`config.mk`:
```
export PLATFORM = sky130hd
export DESIGN_NAME = btl_mac
export DESIGN_NICKNAME = d
export VERILOG_FILES = /design/src/rtl/barycentric_triangle_locate_macros.svh /design/src/rtl/btl_pkg.sv /design/src/rtl/btl_mac.sv
export SDC_FILE = /design/constraint.sdc
export NUM_CORES = 2
export LEC_CHECK = 0
export BUFFER_PORTS_ARGS = -buffer_cell sky130_fd_sc_hd__buf_2
export CAP_MARGIN = 20
export CORE_MARGIN = 2
export CORE_UTILIZATION = 30
export CTS_CLUSTER_SIZE = 25
export DETAILED_ROUTE_END_ITERATION = 8
export PLACE_DENSITY = 0.5
export SKIP_LAST_GASP = 1
export SYNTH_ARGS = -nofsm -noshare
export SYNTH_HDL_FRONTEND = slang
export SYNTH_SLANG_ARGS = --single-unit
```
`constraint.sdc`:
```
create_clock -name aclk -period 11.26 [get_ports aclk]
set_input_delay 2.252 -clock aclk [delete_from_list [all_inputs] [get_ports aclk]]
set_output_delay 2.252 -clock aclk [all_outputs]
set_load 0.02 [all_outputs]
```
`src/rtl/barycentric_triangle_locate_macros.svh`:
```
// Assertion macros for the barycentric triangle locator.
`ifndef BARYCENTRIC_TRIANGLE_LOCATE_MACROS_SVH
`define BARYCENTRIC_TRIANGLE_LOCATE_MACROS_SVH

// Same-cycle implication, sampled on aclk, off during reset.
`define BTL_ASSERT_NOW(lbl, ante, cons) \
    lbl: assert property (@(posedge aclk) disable iff (!aresetn) (ante) |-> (cons)) \
        else $error("btl assertion failed");

// Next-cycle implication, sampled on aclk, off during reset.
`define BTL_ASSERT_NEXT(lbl, ante, cons) \
    lbl: assert property (@(posedge aclk) disable iff (!aresetn) (ante) |=> (cons)) \
        else $error("btl assertion failed");

`endif

```
`src/rtl/btl_pkg.sv`:
```
// Shared types and constants of the barycentric triangle locator.
`default_nettype none
package btl_pkg;
    localparam int COORD_BITS = 16;
    localparam int EW    = COORD_BITS + 1;   // edge and offset components
    localparam int DW    = 2 * EW + 3;       // dot products
    localparam int SPLIT = (DW + 1) / 2;     // low half of a split dot product
    localparam int AOW   = DW;               // multiplier operand a
    localparam int BOW   = SPLIT + 1;        // multiplier operand b
    localparam int PW    = AOW + BOW;        // product
    localparam int AW    = 2 * DW + 2;       // accumulator
    localparam int QW    = 16;               // Q1.15 weight

    localparam logic [QW-1:0] ONE_Q15 = 16'h8000;

    localparam logic [1:0] ACT_VERTEX   = 2'd0;
    localparam logic [1:0] ACT_TRIANGLE = 2'd1;
    localparam logic [1:0] ACT_LOCATE   = 2'd2;

    // Accumulation targets; the group counter runs through them in order
    localparam logic [2:0] DST_D00 = 3'd0;
    localparam logic [2:0] DST_D01 = 3'd1;
    localparam logic [2:0] DST_D11 = 3'd2;
    localparam logic [2:0] DST_D20 = 3'd3;
    localparam logic [2:0] DST_D21 = 3'd4;
    localparam logic [2:0] DST_DEN = 3'd5;
    localparam logic [2:0] DST_N2  = 3'd6;
    localparam logic [2:0] DST_N3  = 3'd7;

    typedef struct packed {
        logic       valid;
        logic       clr;    // start a new sum
        logic       sub;    // subtract the term
        logic       hi;     // term is the upper half, weight 2^SPLIT
        logic       last;   // last term of the sum
        logic [2:0] dest;
    } mac_op_t;

    typedef enum logic [8:0] {
        ST_IDLE  = 9'b000000001,
        ST_SCAN  = 9'b000000010,
        ST_TRI   = 9'b000000100,
        ST_VTX   = 9'b000001000,
        ST_MAC   = 9'b000010000,
        ST_DRAIN = 9'b000100000,
        ST_TEST  = 9'b001000000,
        ST_DIV   = 9'b010000000,
        ST_DONE  = 9'b100000000
    } state_t;
endpackage
`default_nettype wire

```
`src/rtl/btl_mac.sv`:
```
// Shared two-stage signed multiply-accumulate unit.
`default_nettype none
module btl_mac (
    input  wire                                 aclk,
    input  wire                                 aresetn,
    input  wire btl_pkg::mac_op_t               op_in,
    input  wire logic signed [btl_pkg::AOW-1:0] opa,
    input  wire logic signed [btl_pkg::BOW-1:0] opb,
    output btl_pkg::mac_op_t                    op_out,
    output logic signed [btl_pkg::AW-1:0]       acc_next
);
    localparam int PW = btl_pkg::PW;
    localparam int AW = btl_pkg::AW;

    btl_pkg::mac_op_t      op_reg;
    logic signed [PW-1:0]  prod_reg;
    logic signed [AW-1:0]  acc_reg;
    logic signed [AW-1:0]  term;
    logic signed [AW-1:0]  base;

    // Stage one: multiply
    always_ff @(posedge aclk) begin
        if (!aresetn) begin
            op_reg <= '0;
        end else begin
            op_reg <= op_in;
        end
        prod_reg <= opa * opb;
    end

    // Stage two: weight the term and add it in
    always_comb begin
        term = {{(AW-PW){prod_reg[PW-1]}}, prod_reg};
        if (op_reg.hi) begin
            term = term <<< btl_pkg::SPLIT;
        end
        base = op_reg.clr ? '0 : acc_reg;
        acc_next = op_reg.sub ? (base - term) : (base + term);
    end

    always_ff @(posedge aclk) begin
        if (op_reg.valid) begin
            acc_reg <= acc_next;
        end
    end

    assign op_out = op_reg;
endmodule
`default_nettype wire

```
After elaboration in Yosys (flattened, before gate mapping)
Cells that the tools add are included.
- input port bits: 67
- logic and storage cells: 14
- output and inout bits: 84
- register bits after elaboration: 141
- $mul: 1
- mux-type cells: 3
- add/subtract/negate cells: 2
- operators with widths (operator ; number):
    $mux 76 ; 2
    $add 76x76->76 ; 1
    $sub 76x76->76 ; 1
    $mux 75 ; 1
    $mul 37x20->57 ; 1

Logic depth before layout (Yosys ltp)
- depth after elaboration: 3
- mapped depth: 29

Least setup slack after synthesis
Ideal clock, no wire load.
- kind: input to register
- start: input port opb[11] (netlist name)
- end: register prod_reg[53]
- data arrival time: 8.832 ns
- stages on the path: 26
- path buffers: 2
- slack: 2.308 ns
- library setup time: 0.120 ns
- cell sequence: clkbuf_1 -> clkbuf_1 -> nand2_1 -> fa_1 -> inv_1 -> fa_1 -> inv_1 -> fa_1 -> inv_1 -> fa_1 -> fa_1 -> fa_1 -> inv_1 -> fa_1 -> inv_1 -> ha_1 -> nand4_1 -> or4_4 -> a311oi_4 -> o21bai_1 -> a211oi_1 -> o21ai_1 -> a21oi_2 -> a21o_1 -> a21oi_1 -> xnor2_1
- word-level cells in the longest chain between the ends: 1
- RTL lines (element ; RTL line ; RTL):
    start: declaration ; btl_mac.sv:8 ; input wire logic signed [btl_pkg::BOW-1:0] opb,
    $mul 37x20->57 ; btl_mac.sv:28 ; prod_reg <= opa * opb;
    end signal: assignment ; btl_mac.sv:28 ;
    end: declaration ; btl_mac.sv:16 ; logic signed [PW-1:0] prod_reg;
No other way between the ends.
A chain may end at the register's enable or synchronous reset.

Final worst setup path
- start: input port opb[5] (netlist name)
- end: register prod_reg[53]
The elaborated chain is that of the path after synthesis.

==> key figures <==
Yosys
  – Async S/R FF share, synth: 0%
  – Ys Warns: 0
  – Synth Area in XOR/XNOR: 4.610%
  – Mapped Area: 37620 um^2
  – Mux share of post-synthesis cell area: 0.8881%
  – Syn_nets: 5303
  – Post-synth EDFFs: 76
  – Post-Synth Simple-Gate Area: 18.33%
  – Post-synthesis compound-gate area fraction: 9.839%
  – Unique masters post-synth: 96
  – Synth Area in Adders: 45.91%
  – Ranking of synthesized cells by area: fa_1 (39%), inv_1 (8.3%), ha_1 (7.2%)
  – Synthesized area per cell: 8.765 um^2
  – Gate Count Post-Synth: 4292
  – Synth area leader: fa_1
  – Post-synth top area share: 38.69%
  – Sequential share of the synthesized area: 9.526%
  – Synth Flop Type: edfxtp_1
  – #FFs+latches synth: 141
  – Largest family of logic cells by synthesized area: adder cells

STA
  – Min Tclk post-route: 9742 ps
  – Fmax: 102.7 MHz
  – Final hold vios: 0
  – Hold slack: 755.6 ps
  – Layout Skew: 14.67 ps
  – Final Cycle Share: 86.52%
  – Setup TNS: 0 ps
  – Unrepaired setup endpoints after global routing: false
  – Slew headroom: 22.91%
  – Measured slew at the worst slew-check pin: 1156 ps
  – Setup Viol. Count Final: 0
  – Fin. max-slew vios: 0

Detailed routing
  – Drt drc: 0
  – Final WL: 115200 um
  – Wire per inst: 19.58 um
  – Vias per inst: 4.815
  – Post-route ant nets: 0
  – Initial DRC Count: 1851
  – Pre-Repair DR Iteration Count: 5
  – DR vias: 28340

Worst hold path
  – HP Class: flop to flop

Floorplanning
  – Row count: 129
  – Core area: 124100 um^2
  – Die X: 358.1 um
  – Initial Utilization: 30.31%
  – Die Y: 358.1 um
  – Full die area: 128200 um^2
  – # IOs: 151

Global route
  – Met3 Resource Use GR: 2.361%
  – Number of global-route vias before repair: 30340
  – Total grt overflow: 0
  – GR met2 Demand/Resource: 30.41%
  – Busiest grt layer: met2
  – First-pass GRT wire length: 181200 um
  – Tot GR Track Use: 18.41%
  – Met1 Use GR: 25.63%
  – Antenna violations before repair: 8
  – Largest net degree at the start of global routing: 89

Clocking
  – CTS tree: built
  – H-tree Lvls: 4
  – # hold bufs at CTS: 0
  – Setup bufs post-CTS: 0
  – Register clock-pin slew on the reported worst setup and hold paths: 70 ps
  – CTS Buffer Depth: 2
  – Post-CTS sizing: 0
  – Worst skew pair latency: 480 ps
  – Clock root cell: clkbuf_16
  – Total CTS buffers: 17
  – Num Clock Sinks: 141

Cells and area
  – Layout area overhead: 6.679%
  – Fin nets: 5246
  – Antenna Cells: 0
  – Layout cells sized above 1: 5.791%
  – Max reg flops: 76
  – Post-layout util: 32.33%
  – Fillers: 12960

Worst setup path
  – Crit Path Max Fanout: 37
  – Crit path launch type: input pin
  – Setup crit end kind: flop
  – Arr. time, crit path: 10100 ps
  – Crit path max-delay cell type: buf_2
  – Slowest stage delay, CP: 740 ps
  – Critical path class: input pin to flop
  – Crit path required time: 11620 ps
  – Cell repeated most along the worst path: fa_1

Place
  – Routability congestion estimate: 0.8752
  – IO buf count: 150
  – Post-DP HPWL: 90170 um

Outcome
  – Outcome: complete, no violations

Run
  – MaxCap Viol Count: 0
==> kinds of logic after synthesis <==
family	Yosys count
muxes	33
xor gates and xnor gates	198
AOI/OAI and AO/OA	568
DFF	141
buffers and inverters	1071
adders and majority gates	944
and+or+nand+nor	1337
==> worst paths after layout <==
check                                from           end  slack [ps]  depth (start not counted)
worst min-delay path            op_out[7]    acc_reg[4]         760                          0
worst min register to register  op_out[7]    acc_reg[4]         760                          0
worst max-delay path               opb[5]  prod_reg[53]        1520                         25
worst max register to register  op_out[4]   acc_reg[75]        4810                         21
==> cell type report <==
type	count	area, um^2	area share [%]
inverters	833	3127	7.792
clock buffers	18	429.2	1.069
flip-flops and latches	141	3593	8.955
clock inverters	14	156.4	0.3897
well taps	1637	2048	5.104
multi-input cells	3080	29940	74.60
repair buffers	162	840.8	2.095
==> routing by layer <==
metal / vias to the layer above / part of all wire [%] / wire length, um
met2: 661 / 47 / 53680
met3: 97 / 4.6 / 5350
li1: 13140 / - / -
met1: 14430 / 47 / 54150
met4: 4 / 1.8 / 2032
met5: - / 0.024 / 28
==> layout by cell type, fill, tap and decap left out, types with 61 or more instances in the layout <==
cell type  instances
buf_2            150
ha_1             217
o21ai_0           81
and2_1           397
nor2b_1           95
nand2_1          446
a21o_1            93
fa_1             727
dfxtp_1           61
xor2_1           101
nor2_1           164
inv_1            833
edfxtp_1          76
xnor2_1           97
a21oi_1          185
==> Yosys cell counts, drive strengths merged (4+ instances only) <==
cell type,n
and2,398
nand2,448
nor3b,15
a21o,93
nor2,164
nand3,33
nand4,35
inv,833
o21bai,25
or3,9
nor2b,95
a211o,6
ha,217
a21oi,189
mux2i,30
clkbuf,209
a31o,8
edfxtp,76
fa,727
nand2b,29
xnor2,97
or2,5
o211a,4
o21a,19
nor3,55
dfxtp,65
o211ai,9
and3,23
a41oi,8
xor2,101
a211oi,14
nor4,13
a21boi,5
buf,29
o21ai,94
a221oi,6
a31oi,33
o31a,4
o31ai,10
a311oi,4
==> critical path: cells and delay by family <==
| family | cells | cell delay [ps] |
|---|---|---|
| fa+ha+maj | 8 | 4110 |
| buf+inv | 6 | 1200 |
| compound gates | 5 | 1100 |
| simple gates | 5 | 1270 |
| xor+xnor | 1 | 140 |
==> stage by stage <==
stage,instances,worst slack (ps),area [um^2]
after CTS,5885,1532,40130
after global routing,5885,1097,40130
after global placement,5853,1068,39540
after detailed placement,5853,1010,39540
after floorplan,4292,2308,37620
final,5885,1518,40130
Power is not shown: default switching activity piles up to over one toggle a cycle in this logic, so the estimate is an artifact.
