## src/rtl/barycentric_triangle_locate_macros.svh

```systemverilog
// Assertion macros for the barycentric triangle locator.
`ifndef BARYCENTRIC_TRIANGLE_LOCATE_MACROS_SVH
`define BARYCENTRIC_TRIANGLE_LOCATE_MACROS_SVH

// Same-cycle implication, sampled on aclk, off during reset.
`define BTL_ASSERT_NOW(lbl, ante, cons) \
    lbl: assert property (@(posedge aclk) disable iff (!aresetn) (ante) |-> (cons)) \
        else $error("btl assertion failed");

// Next-cycle implication, sampled on aclk, off during reset.
`define BTL_ASSERT_NEXT(lbl, ante, cons) \
    lbl: assert property (@(posedge aclk) disable iff (!aresetn) (ante) |=> (cons)) \
        else $error("btl assertion failed");

`endif

```

## src/rtl/btl_pkg.sv

```systemverilog
// Shared types and constants of the barycentric triangle locator.
`default_nettype none
package btl_pkg;
    localparam int COORD_BITS = 16;
    localparam int EW    = COORD_BITS + 1;   // edge and offset components
    localparam int DW    = 2 * EW + 3;       // dot products
    localparam int SPLIT = (DW + 1) / 2;     // low half of a split dot product
    localparam int AOW   = DW;               // multiplier operand a
    localparam int BOW   = SPLIT + 1;        // multiplier operand b
    localparam int PW    = AOW + BOW;        // product
    localparam int AW    = 2 * DW + 2;       // accumulator
    localparam int QW    = 16;               // Q1.15 weight

    localparam logic [QW-1:0] ONE_Q15 = 16'h8000;

    localparam logic [1:0] ACT_VERTEX   = 2'd0;
    localparam logic [1:0] ACT_TRIANGLE = 2'd1;
    localparam logic [1:0] ACT_LOCATE   = 2'd2;

    // Accumulation targets; the group counter runs through them in order
    localparam logic [2:0] DST_D00 = 3'd0;
    localparam logic [2:0] DST_D01 = 3'd1;
    localparam logic [2:0] DST_D11 = 3'd2;
    localparam logic [2:0] DST_D20 = 3'd3;
    localparam logic [2:0] DST_D21 = 3'd4;
    localparam logic [2:0] DST_DEN = 3'd5;
    localparam logic [2:0] DST_N2  = 3'd6;
    localparam logic [2:0] DST_N3  = 3'd7;

    typedef struct packed {
        logic       valid;
        logic       clr;    // start a new sum
        logic       sub;    // subtract the term
        logic       hi;     // term is the upper half, weight 2^SPLIT
        logic       last;   // last term of the sum
        logic [2:0] dest;
    } mac_op_t;

    typedef enum logic [8:0] {
        ST_IDLE  = 9'b000000001,
        ST_SCAN  = 9'b000000010,
        ST_TRI   = 9'b000000100,
        ST_VTX   = 9'b000001000,
        ST_MAC   = 9'b000010000,
        ST_DRAIN = 9'b000100000,
        ST_TEST  = 9'b001000000,
        ST_DIV   = 9'b010000000,
        ST_DONE  = 9'b100000000
    } state_t;
endpackage
`default_nettype wire

```

## src/rtl/btl_div.sv

```systemverilog
// Restoring divider giving floor(num * 2^15 / den), one quotient bit per cycle.
`default_nettype none
module btl_div (
    input  wire                            aclk,
    input  wire                            aresetn,
    input  wire                            start,
    input  wire logic [btl_pkg::AW-1:0]    num,
    input  wire logic [btl_pkg::AW-1:0]    den,
    output logic [btl_pkg::QW-1:0]         quot,
    output logic                           done
);
    localparam int AW = btl_pkg::AW;
    localparam int QW = btl_pkg::QW;

    logic [AW:0]             rem_reg;
    logic [QW-1:0]           q_reg;
    logic [$clog2(QW)-1:0]   cnt_reg;
    logic                    busy_reg;
    logic                    first_reg;
    logic                    done_reg;
    logic [AW:0]             trial;
    logic                    ge;

    // The first step tests num itself, later steps the doubled remainder
    always_comb begin
        trial = first_reg ? rem_reg : {rem_reg[AW-1:0], 1'b0};
        ge    = trial >= {1'b0, den};
    end

    always_ff @(posedge aclk) begin
        if (!aresetn) begin
            busy_reg <= 1'b0;
            done_reg <= 1'b0;
        end else begin
            done_reg <= 1'b0;
            if (start) begin
                busy_reg <= 1'b1;
            end else if (busy_reg && cnt_reg == '0) begin
                busy_reg <= 1'b0;
                done_reg <= 1'b1;
            end
        end
    end

    always_ff @(posedge aclk) begin
        if (start) begin
            rem_reg   <= {1'b0, num};
            q_reg     <= '0;
            cnt_reg   <= '1;
            first_reg <= 1'b1;
        end else if (busy_reg) begin
            rem_reg   <= ge ? (trial - {1'b0, den}) : trial;
            q_reg     <= {q_reg[QW-2:0], ge};
            cnt_reg   <= cnt_reg - 1'b1;
            first_reg <= 1'b0;
        end
    end

    assign quot = q_reg;
    assign done = done_reg;
endmodule
`default_nettype wire

```

## config.mk

```make
export PLATFORM = sky130hd
export DESIGN_NAME = btl_div
export DESIGN_NICKNAME = d
export VERILOG_FILES = /design/src/rtl/barycentric_triangle_locate_macros.svh /design/src/rtl/btl_pkg.sv /design/src/rtl/btl_div.sv
export SDC_FILE = /design/constraint.sdc
export NUM_CORES = 1
export LEC_CHECK = 0
export ABC_AREA = 0
export ABC_CLOCK_PERIOD_IN_PS = 11120
export BUFFER_PORTS_ARGS = -buffer_cell sky130_fd_sc_hd__buf_2
export CAP_MARGIN = 25
export CORE_MARGIN = 2
export CORE_UTILIZATION = 64
export DETAILED_ROUTE_END_ITERATION = 10
export GPL_TIMING_DRIVEN = 0
export PLACE_DENSITY = 0.88
export SETUP_SLACK_MARGIN = 0.3
export SLEW_MARGIN = 20
export SYNTH_ARGS = -nofsm -noshare
export SYNTH_HDL_FRONTEND = slang
export SYNTH_SLANG_ARGS = --single-unit
```

## constraint.sdc

```tcl
create_clock -name aclk -period 11.12 [get_ports aclk]
set_input_delay 0.556 -clock aclk [delete_from_list [all_inputs] [get_ports aclk]]
set_output_delay 0.556 -clock aclk [all_outputs]
set_load 0.05 [all_outputs]
```

### Yosys cells after proc, flatten, opt, wreduce, memory -nomap -nowiden

Cells that the tools add are included.

* register bits after elaboration: 100
* bits of input ports: 155
* output and inout port bits: 17
* word-level logic and storage cells: 23

* magnitude comparators: 1
* mux-type cells: 7
* reductions and logical operators: 5
* bitwise gates (word level): 1
* add/sub/neg operators: 2

Operators with widths (number)
* 2-to-1 mux 77 bit: 2
* 2-to-1 mux 76 bit: 2
* greater-or-equal comparator 77 x 76 -> 1 bit: 1
* subtractor 77 x 76 -> 77 bit: 1
* logical NOT 4 bit: 1
* nonzero test 2 bit: 2
* subtractor 4 x 1 -> 4 bit (second input constant): 1
* 2-to-1 mux 1 bit: 3
* OR reduction 2 bit: 1
* logical AND 1 bit: 1
* NOT 1 bit: 1

### Longest topological paths before layout

Gate-level depths: netlist (run 1).

* depth in word-level cells: 5
* depth in mapped cells: 19
* gate-level depth less buffers: 13

### Least setup slack after synthesis (run 1)

No wires, ideal clock.

* path kind: register to register
* start: register first_reg
* end: register rem_reg[25] (data pin)
* stages on the path, launching flop included: 17
* period minus slack after synthesis: 4483 ps
* setup time: 260 ps
* arrival: 4223 ps
* required time: 10860 ps
* path buffers: 6
* slack: 6637 ps
* path through: dfxtp_1 clkbuf_1 clkbuf_1 buf_1 mux2_2 ha_1 buf_2 nand4_1 or4_1 a311oi_1 o21ai_1 a22oi_2 a211o_1 buf_6 buf_6 mux2_4 mux2_2

* word-level cells in the longest chain between the ends: 5
* elaborated cells between the ends (all ways): 6
* classes of those cells: 1 x add/sub; 1 x order compare; 4 x mux

RTL lines
* from (decl): RTL line btl_div.sv:19 `logic first_reg;`
* from (signal assigned): RTL line btl_div.sv:50 `first_reg <= 1'b1;`
* from (signal assigned): RTL line btl_div.sv:55 `first_reg <= 1'b0;`
* 2-to-1 mux 77 bit (*): RTL line btl_div.sv:26 `trial = first_reg ? rem_reg : {rem_reg[AW-1:0], 1'b0};`
* subtractor 77 x 76 -> 77 bit or greater-or-equal comparator 77 x 76 -> 1 bit (tied branches): RTL line btl_div.sv:52, btl_div.sv:27
* 2-to-1 mux 77 bit (*): RTL line btl_div.sv:52 `rem_reg <= ge ? (trial - {1'b0, den}) : trial;`
* 2-to-1 mux 76 bit (*): RTL line btl_div.sv:51 `end else if (busy_reg) begin`
* 2-to-1 mux 76 bit (*): RTL line btl_div.sv:46 `if (start) begin`
* to (signal assigned): RTL line btl_div.sv:47 `rem_reg <= {1'b0, num};`
* to (signal assigned): RTL line btl_div.sv:52
* to (decl): RTL line btl_div.sv:15 `logic [AW:0] rem_reg;`

Every way passes the cells marked *; elsewhere a longest branch is shown, timed or not. The select of a mux whose other input is x is not followed.
A chain may end at the register's enable or synchronous reset.

### Worst setup path in the final report (run 1)

* start: register first_reg
* end: register rem_reg[21] (data pin)

The elaborated chain is that of the path after synthesis.

==> results of run 1 <==
-- layer usage --
layer,share of wire (%),vias up
met1,38,5498
met2,45,813
li1,-,5515
met3,11,226
met4,6.7,2
met5,0.031,-
-- worst max path at each step --
stage	slack (ps)	end	from
floorplan	6640	rem_reg[25]	first_reg
finish	3920	rem_reg[21]	first_reg
detailed placement	4790	rem_reg[21]	first_reg
global placement	4440	rem_reg[27]	first_reg
CTS	4760	rem_reg[27]	first_reg
global route	4030	rem_reg[2]	first_reg
-- logic make-up after synthesis --
group                    Yosys count  synth area share [%]
XOR/XNOR                          57                 4.347
buffers and inverters            213                 7.943
adder cells (fa/ha/maj)           80                 8.782
multiplexers                     157                 14.92
AND/OR/NAND/NOR                  418                 17.59
flip-flops                       100                 24.06
AO/OA/AOI/OAI                    403                 22.37
-- power groups by stage --
stage | Combinational, uW | Clock (uW) | Sequential, uW
detailed placement | 2000 | 0 | 604
floorplan | 1500 | 0 | 579
global route | 2240 | 356 | 606
finish | 2080 | 348 | 599
global placement | 1940 | 0 | 596
CTS | 2010 | 346 | 595
-- Yosys cell counts, types with 4 or more instances --
master | n | area (um^2)
clkbuf_1 | 45 | 168.9
nor3_1 | 30 | 150.1
buf_1 | 6 | 22.52
nor3b_1 | 5 | 37.54
o211ai_1 | 6 | 45.04
and2_1 | 4 | 25.02
mux2_2 | 109 | 1227
a211o_1 | 4 | 35.03
o21a_1 | 14 | 105.1
a21o_1 | 40 | 300.3
a31oi_1 | 15 | 93.84
a2111oi_0 | 4 | 35.03
nand4_1 | 35 | 219.0
nand3_1 | 17 | 85.08
o21bai_1 | 23 | 172.7
dfxtp_1 | 24 | 480.5
a211oi_1 | 11 | 82.58
inv_1 | 130 | 488.0
o21ai_0 | 69 | 345.3
a21oi_2 | 7 | 61.31
or2_2 | 5 | 31.28
buf_4 | 4 | 30.03
a21boi_0 | 6 | 45.04
a21oi_1 | 147 | 735.7
o21ai_1 | 12 | 60.06
buf_6 | 10 | 112.6
o31ai_1 | 6 | 45.04
xor2_1 | 27 | 236.5
nand3b_1 | 5 | 37.54
nor4_1 | 8 | 50.05
mux2i_1 | 47 | 470.5
nor2b_1 | 25 | 156.4
or3_1 | 8 | 50.05
xnor2_1 | 30 | 262.8
nor2_1 | 118 | 442.9
ha_1 | 79 | 988.5
nand2_1 | 119 | 446.7
edfxtp_1 | 76 | 2282
buf_2 | 18 | 90.09
and3_1 | 8 | 50.05
nand2b_1 | 19 | 118.9
-- worst max-delay path, stage by stage, from the launching register on --
cell	delay (ps)
dfxtp_1	330
clkbuf_1	580
clkbuf_1	800
buf_1	960
mux2_2	450
ha_1	270
buf_2	180
nand4_1	170
or4_1	640
a311oi_1	590
o21ai_1	270
a22oi_2	410
a211o_1	200
buf_6	170
buf_6	220
buf_4	280
o21ai_0	110
o21ai_0	310
-- cell type report --
cell class                 instances  area, um^2  area share, %
buffer                            83       425.4          3.271
clock buffer                       9       225.2          1.732
clock inverter                     7       88.84         0.6830
inverter                         130       488.0          3.752
multi-input combinational       1115        7811          60.06
sequential                       100        2763          21.24
tap                              225       281.5          2.165
timing repair buffer             175       923.4          7.100
-- metrics by stage --
step	hold slack (ps)	worst slack, ps	area [um^2]	utilization (%)	total power, uW
global route	440.9	4032	13010	74.68	3197
finish	407.0	3924	13010	74.68	3028
global placement	483.3	4444	12620	72.44	2539
detailed placement	484.8	4789	12660	72.69	2603
CTS	402.6	4762	12970	74.50	2952
floorplan	459.9	6637	11480	-	2084
==> summary.txt, run 1 <==
status: finished clean
met2 Resource Use GR: 68.76%
asr flop ratio synth: 0%
routed via count: 12054
Nets: 1849
routability cong.: 1.067
Worst Hold End: busy_reg
vias in the first global route: 11848
drt drc: 0
largest net degree at the start of global routing: 44
Worst Tran Pin Value: 1209 ps
Area Overhead vs Synth: 13.26%
most frequent cells in the layout: 188 x buf_2, 147 x a21oi_1, 130 x inv_1
worst r2r src: first_reg
Synthesized Nets: 1663
H-tree levels: 3
CP Data Arrival Time: 7340 ps
Post-synth EDFFs: 76
initial antenna violation count: 1
Worst-Skew Late Latency: 380 ps
Post-synth top flop: edfxtp_1
DIE AREA: 19030 um^2
initial core utilization: 65.93%
post-CTS setup buffer count: 0
vias per cell: 6.537
die width: 138.0 um
Core ar.: 17420 um^2
grt met1 use: 51.85%
leading cell type in the layout, fill and taps excluded: buf_2
clock share of power: 11.5%
synthesized instance count: 1428
Layout Cells excl Fill: 1844
Reg-to-Reg End: rem_reg[21]
Clock Tree Buf Depth: 2
setup slack, reg-to-reg: 3920 ps
Largest register FFs: 77
NetSw: 1503 uW
boundary pin count: 172
Hold Path Stages: 2
worst-path maximum fanout: 10
GRT Overall Usage: 43.06%
final worst path period need: 7196 ps
clock transition at the registers of the reported paths: 90 ps
CP endpoint kind: register
Layout Skew: 16.37 ps
layer carrying the most global-route usage: met2
Setup TNS Final: 0 ps
yosys warns: 0
Yosys reg bits: 100
post-synthesis cell area: 11480 um^2
die outline height: 138.0 um
Netlist cell types: 79
synthesized area per cell: 8.042 um^2
HP Class: primary input to register
first-pass GRT wire length: 62.10 mm
first drt pass iteration count: 6
row count: 48
drt total wl: 41.29 mm
clock root cell: clkbuf_16
fillers: 1303
Placed Cells: 1826
RSZ-0062 raised after global routing: no
IO Port Bufs: 170
met3 usage: 9.503%
worst vdd ir: 0.1426 mV
FMAX: 139.0 MHz
worst r2r path cells: 17
final hold viol count: 0
CTS buffer count: 9
Sequential Power Share: 19.8%
CP startpoint kind: register
setup violators final: 0
share of cells above drive strength 1: 22.11%
DRT iter0 DRCs: 1137
Avg WL per Cell: 22.39 um
critical path class: register to register
Required @ worst endpoint: 11270 ps
Power Dens Cells: 232.8 nW/um^2
placed wire-length estimate: 31.84 mm
Logic pwr share: 68.7%
antenna viol nets, final: 0
grt total ovfl: 0
part of the Yosys area used for sequential elements: 24.06%
Resized cells post-CTS: 0
max_cap viols: 0
# diodes: 0
CTS Hold Buffers Added: 0
Sw Ratio: 49.63%
worst hold start: aresetn
CTS tree: yes
period utilization: 64.72%
Pleak: 0.005917 uW
clk sinks: 100
Internal Power: 1525 uW
Slew Limit Fails: 0
Slew headroom: 19.43%
Note: power is estimated with default switching activity, not from simulation.
==> run 2, diff against run 1 <==
Settings changed: ABC_CLOCK_PERIOD_IN_PS 11120 to 7200, CORE_UTILIZATION 64 to 60, PLACE_DENSITY 0.88 to 0.83.
Clock period 11.12 ns to 7.2 ns, I/O delays scaled along.
==> run 2 against run 1 <==
First-iteration DRC count rose by 1.4%. Cell area about the same. Critical path type unchanged. Clock skew is 1.2 ps lower. Combinational power grew 51%. Flip-flop and latch count did not move. Count of clock-buffer cells in the layout did not move. Critical path depth fell by 2. Global-route usage down 5.5 points. Critical endpoint is now rem_reg[61].
==> summary.txt, run 2 (synthesis gave the netlist of run 1 again) <==
status: finished clean (unchanged)
Largest register FFs: 77 (unchanged)
max_cap viols: 0 (unchanged)
Required @ worst endpoint: 7310 ps (was 11270 ps)
DIE AREA: 20260 um^2 (was 19030 um^2)
routed via count: 11504 (was 12054)
Worst path max stage delay: 750 ps (was 960 ps)
clock root cell: clkbuf_16 (unchanged)
CTS Hold Buffers Added: 0 (unchanged)
share of cells above drive strength 1: 22.00% (was 22.11%)
period utilization: 91.24% (was 64.72%)
met2 Resource Use GR: 62.14% (was 68.76%)
worst-path maximum fanout: 10 (unchanged)
FMAX: 152.2 MHz (was 139.0 MHz)
grt total ovfl: 0 (unchanged)
Pleak: 0.005905 uW (was 0.005917 uW)
H-tree levels: 3 (unchanged)
drt total wl: 38.58 mm (was 41.29 mm)
layer carrying the most global-route usage: met2 (unchanged)
setup violators final: 0 (unchanged)
most frequent cells in the layout: 188 x buf_2, 147 x a21oi_1, 130 x inv_1 (unchanged)
CP Buf/Inv Count: 5 (was 7)
leading cell type in the layout, fill and taps excluded: buf_2 (unchanged)
Nets: 1848 (was 1849)
vias in the first global route: 10945 (was 11848)
HP Class: primary input to register (unchanged)
DRT iter0 DRCs: 1153 (was 1137)
drt drc: 0 (unchanged)
Clock Tree Buf Depth: 2 (unchanged)
Resized cells post-CTS: 0 (unchanged)
Worst-Skew Late Latency: 380 ps (about the same)
critical path class: register to register (unchanged)
Worst Tran Pin Value: 1033 ps (was 1209 ps)
clk sinks: 100 (unchanged)
CP startpoint kind: register (unchanged)
Avg WL per Cell: 20.82 um (was 22.39 um)
DP Area: 12690 um^2 (was 12660 um^2)
routability cong.: 1.070 (was 1.067)
most frequent CP cell: clkbuf_1
Layout Skew: 15.18 ps (was 16.37 ps)
CTS buffer count: 9 (unchanged)
Worst path top cell family by delay: buffers and inverters (unchanged)
clock transition at the registers of the reported paths: 90 ps (about the same)
vias per cell: 6.208 (was 6.537)
initial antenna violation count: 2 (was 1)
antenna viol nets, final: 0 (unchanged)
Area Overhead vs Synth: 13.22% (was 13.26%)
critical path cell sequence: clkbuf_1 > clkbuf_1 > buf_1 > mux2_2 > ha_1 > buf_2 > nand4_1 > or4_1 > a311oi_1 > o21ai_1 > a22oi_2 > a211oi_2 > clkbuf_1 > a2111oi_0 > nor3b_1 (was clkbuf_1 > clkbuf_1 > buf_1 > mux2_2 > ha_1 > buf_2 > nand4_1 > or4_1 > a311oi_1 > o21ai_1 > a22oi_2 > a211o_1 > buf_6 > buf_6 > buf_4 > o21ai_0 > o21ai_0)
final worst path period need: 6569 ps (was 7196 ps)
placed wire-length estimate: 30.15 mm (was 31.84 mm)
Core ar.: 18770 um^2 (was 17420 um^2)
Setup TNS Final: 0 ps (unchanged)
WHS: 219.6 ps (was 407.0 ps)
met3 usage: 5.249% (was 9.503%)
worst vdd ir: 0.1853 mV (was 0.1426 mV)
CP Data Arrival Time: 6680 ps (was 7340 ps)
CP endpoint kind: register (unchanged)
IO Port Bufs: 170 (unchanged)
die outline height: 142.3 um (was 138.0 um)
CTS tree: yes (unchanged)
Slew Limit Fails: 0 (unchanged)
Final Cell Area: 13000 um^2 (was 13010 um^2)
final hold viol count: 0 (unchanged)
first-pass GRT wire length: 58.53 mm (was 62.10 mm)
GRT Overall Usage: 37.60% (was 43.06%)
initial core utilization: 61.19% (was 65.93%)
die width: 142.3 um (was 138.0 um)
post-CTS setup buffer count: 0 (unchanged)
largest net degree at the start of global routing: 46 (was 44)
Slew headroom: 31.15% (was 19.43%)
slowest library cell on the worst path: buf_1 (unchanged)
RSZ-0062 raised after global routing: no (unchanged)
boundary pin count: 172 (unchanged)
Power Dens Cells: 353.7 nW/um^2 (was 232.8 nW/um^2)
first drt pass iteration count: 5 (was 6)
row count: 50 (was 48)
grt met1 use: 49.16% (was 51.85%)
-- run 2: per-layer routing --
metal | wire length (um) | up-vias
li1 | - | 5518
met1 | 15860 | 5263
met2 | 17590 | 603
met3 | 3380 | 118
met4 | 1734 | 2
met5 | 13 | -
-- run 2: worst reg2reg max path, stage by stage, from the launching register on --
cell,delay (ps)
dfxtp_1,310
clkbuf_1,450
clkbuf_1,710
buf_1,760
mux2_2,430
ha_1,270
buf_2,180
nand4_1,220
or4_1,640
a311oi_1,450
o21ai_1,230
a22oi_2,370
a211oi_2,160
clkbuf_1,390
a2111oi_0,620
nor3b_1,110
-- run 2: final timing paths --
kind                            slack, ps  cells past startpoint      start           to
worst max register to register        630                     15  first_reg  rem_reg[61]
worst min-delay path                  220                      2    aresetn     busy_reg
worst min register to register        510                      2   quot[15]     quot[15]
worst max-delay path                  630                     15  first_reg  rem_reg[61]
-- run 2: area by class of cell --
cell class,instances,area (um^2)
sequential,100,2763
inverter,130,488.0
multi-input combinational,1115,7811
clock inverter,7,86.33
tap,234,292.8
antenna,1,2.502
timing repair buffer,174,908.4
fill,1642,5767
clock buffer,9,225.2
buffer,83,424.2
-- run 2: per-stage QoR --
stage | total power (uW) | setup slack (ps) | instances | utilization, %
2_1_floorplan | 3219 | 2717 | 1428 | -
3_3_place_gp | 3910 | 605.7 | 1832 | 67.28
3_5_place_dp | 3972 | 848.4 | 1836 | 67.60
4_1_cts | 4520 | 826.0 | 1852 | 69.26
5_1_grt | 4908 | 543.3 | 1852 | 69.26
6_report | 4598 | 630.8 | 1853 | 69.27
-- run 2: power breakdown --
part           leakage, uW  switching (uW)  internal [uW]
Sequential        0.000955            82.1            838
Clock             0.000152             289            254
Combinational      0.00480            1870           1260
Total              0.00591            2250           2350
==> run 3, diff against run 2 <==
Settings changed: RECOVER_POWER set to 25.
==> run 3 against run 2 <==
The flow now finishes with violations (max-capacitance violations, max-slew violations). Maximum frequency decreased by 0.48%. Total power about the same. Non-clock buffer count stayed put. Worst setup slack got worse by 32 ps. Clock skew shrank 0.55 ps. Flip-flop and latch count is the same. Cell area is 0.18% lower. Via count down 0.30%. Cell count is the same. First-iteration DRC count rose by 3.2%. Register-to-register slack got worse by 30 ps. Sequential power hardly changed. Largest power group unchanged.
==> summary.txt, run 3 (synthesis gave the netlist of run 1 again) <==
first drt pass iteration count: 5 (unchanged)
Area Overhead vs Synth: 13.01% (was 13.22%)
status: finished, violations left (was finished clean)
worst vdd ir: 0.1856 mV (was 0.1853 mV)
CP endpoint kind: register (unchanged)
period utilization: 91.68% (was 91.24%)
Pleak: 0.005829 uW (was 0.005905 uW)
Sw Ratio: 48.81% (was 48.84%)
DIE AREA: 20260 um^2 (unchanged)
Setup TNS Final: 0 ps (unchanged)
Nets: 1848 (unchanged)
Core ar.: 18770 um^2 (unchanged)
boundary pin count: 172 (unchanged)
clk sinks: 100 (unchanged)
clock share of power: 11.8% (about the same)
RSZ-0062 raised after global routing: no (unchanged)
most frequent CP cell: clkbuf_1 (unchanged)
largest net degree at the start of global routing: 46 (unchanged)
CTS Hold Buffers Added: 0 (unchanged)
worst-path maximum fanout: 10 (unchanged)
fillers: 1645 (was 1642)
final worst path period need: 6601 ps (was 6569 ps)
drt drc: 0 (unchanged)
CP Data Arrival Time: 6720 ps (was 6680 ps)
slowest library cell on the worst path: buf_1 (unchanged)
Sequential Power Share: 20.0% (about the same)
die width: 142.3 um (unchanged)
Layout Skew: 14.63 ps (was 15.18 ps)
routability cong.: 1.070 (unchanged)
row count: 50 (unchanged)
HP Class: primary input to register (unchanged)
PnR Total Power: 4598 uW (about the same)
share of cells above drive strength 1: 20.89% (was 22.00%)
setup violators final: 0 (unchanged)
initial core utilization: 61.19% (unchanged)
Slew headroom: -127.8% (was 31.15%)
NetSw: 2245 uW (was 2246 uW)
DP Area: 12690 um^2 (unchanged)
critical path class: register to register (unchanged)
Required @ worst endpoint: 7320 ps (was 7310 ps)
Power Dens Cells: 354.3 nW/um^2 (was 353.7 nW/um^2)
final hold viol count: 0 (unchanged)
DRT iter0 DRCs: 1190 (was 1153)
leading cell type in the layout, fill and taps excluded: buf_2 (unchanged)
Resized cells post-CTS: 0 (unchanged)
post-CTS setup buffer count: 0 (unchanged)
Internal Power: 2354 uW (was 2353 uW)
Worst-Skew Late Latency: 380 ps (about the same)
die outline height: 142.3 um (unchanged)
Final Cell Area: 12980 um^2 (was 13000 um^2)
clock root cell: clkbuf_16 (unchanged)
first-pass GRT wire length: 58.53 mm (unchanged)
Slew Limit Fails: 45 (was 0)
routed via count: 11469 (was 11504)
placed wire-length estimate: 30.15 mm (unchanged)
max_cap viols: 1 (was 0)
grt total ovfl: 0 (unchanged)
clock transition at the registers of the reported paths: 90 ps (about the same)
antenna viol nets, final: 0 (unchanged)
vias in the first global route: 10945 (unchanged)
Worst path max stage delay: 760 ps (was 750 ps)
Clock Tree Buf Depth: 2 (unchanged)
IO Port Bufs: 170 (unchanged)
CP startpoint kind: register (unchanged)
Largest register FFs: 77 (unchanged)
critical path cell sequence: clkbuf_1 > clkbuf_1 > buf_1 > mux2_2 > ha_1 > buf_2 > nand4_1 > or4_1 > a311oi_1 > o21ai_1 > a22oi_2 > a211oi_2 > clkbuf_1 > a2111oi_0 > nor3b_1 (unchanged)
Avg WL per Cell: 20.90 um (was 20.82 um)
CTS buffer count: 9 (unchanged)
CTS tree: yes (unchanged)
Placed Cells: 1836 (unchanged)
Logic pwr share: 68.1% (was 68.2%)
initial antenna violation count: 2 (unchanged)
H-tree levels: 3 (unchanged)
violated checks: max-capacitance violations, max-slew violations
drt total wl: 38.72 mm (was 38.58 mm)
FMAX: 151.5 MHz (was 152.2 MHz)
Worst Tran Pin Value: 3418 ps (was 1033 ps)
GRT Overall Usage: 37.60% (unchanged)
most frequent cells in the layout: 171 x buf_2, 147 x a21oi_1, 130 x inv_1 (was 188 x buf_2, 147 x a21oi_1, 130 x inv_1)
vias per cell: 6.189 (was 6.208)
Layout Cells excl Fill: 1853 (unchanged)
==> run 3: critical path: cells and delay by family, from the launching register on <==
family                   cells  cell delay (ps)
adder cells (fa/ha/maj)      1              270
flip-flops                   1              310
multiplexers                 1              430
AO/OA/AOI/OAI                5             1850
AND/OR/NAND/NOR              3              960
buffers and inverters        5             2510
==> run 3: per-layer routing <==
metal,part of all wire (%),track usage (%),vias up
li1,-,-,5514
met1,41,49.16,5280
met2,46,62.14,561
met3,8.7,5.249,112
met4,4.2,16.73,2
met5,0.034,0,-
==> run 3: path summary, 6_finish.rpt <==
| check | cells past startpoint | end | from | slack [ps] |
|---|---|---|---|---|
| hold reg to reg | 2 | rem_reg[76] | rem_reg[76] | 500 |
| hold / removal | 2 | busy_reg | aresetn | 220 |
| setup / recovery | 15 | rem_reg[61] | first_reg | 600 |
| setup reg to reg | 15 | rem_reg[61] | first_reg | 600 |
==> run 3: layout make-up <==
cell class	count	area (um^2)	share of cell area (%)
inverter	130	488.0	3.760
tap	234	292.8	2.256
buffer	83	424.2	3.268
clock inverter	7	86.33	0.6653
antenna	1	2.502	0.01928
clock buffer	9	225.2	1.735
timing repair buffer	174	887.1	6.836
sequential	100	2763	21.29
multi-input combinational	1115	7809	60.17
==> run 3: power by group through the flow <==
| stage | combinational (uW) | sequential, uW | clock, uW |
|---|---|---|---|
| 2_1_floorplan | 2320 | 895 | 0 |
| 3_3_place_gp | 2990 | 924 | 0 |
| 3_5_place_dp | 3040 | 930 | 0 |
| 4_1_cts | 3060 | 917 | 543 |
| 5_1_grt | 3410 | 936 | 562 |
| 6_report | 3130 | 921 | 544 |
==> run 3: metrics by stage <==
stage	setup slack [ps]	utilization [%]	hold slack [ps]
floorplan	2717	-	459.9
global placement	605.7	67.28	477.9
detailed placement	848.4	67.60	488.9
CTS	826.0	69.26	227.0
global route	543.3	69.13	242.4
finish	599.3	69.15	218.6
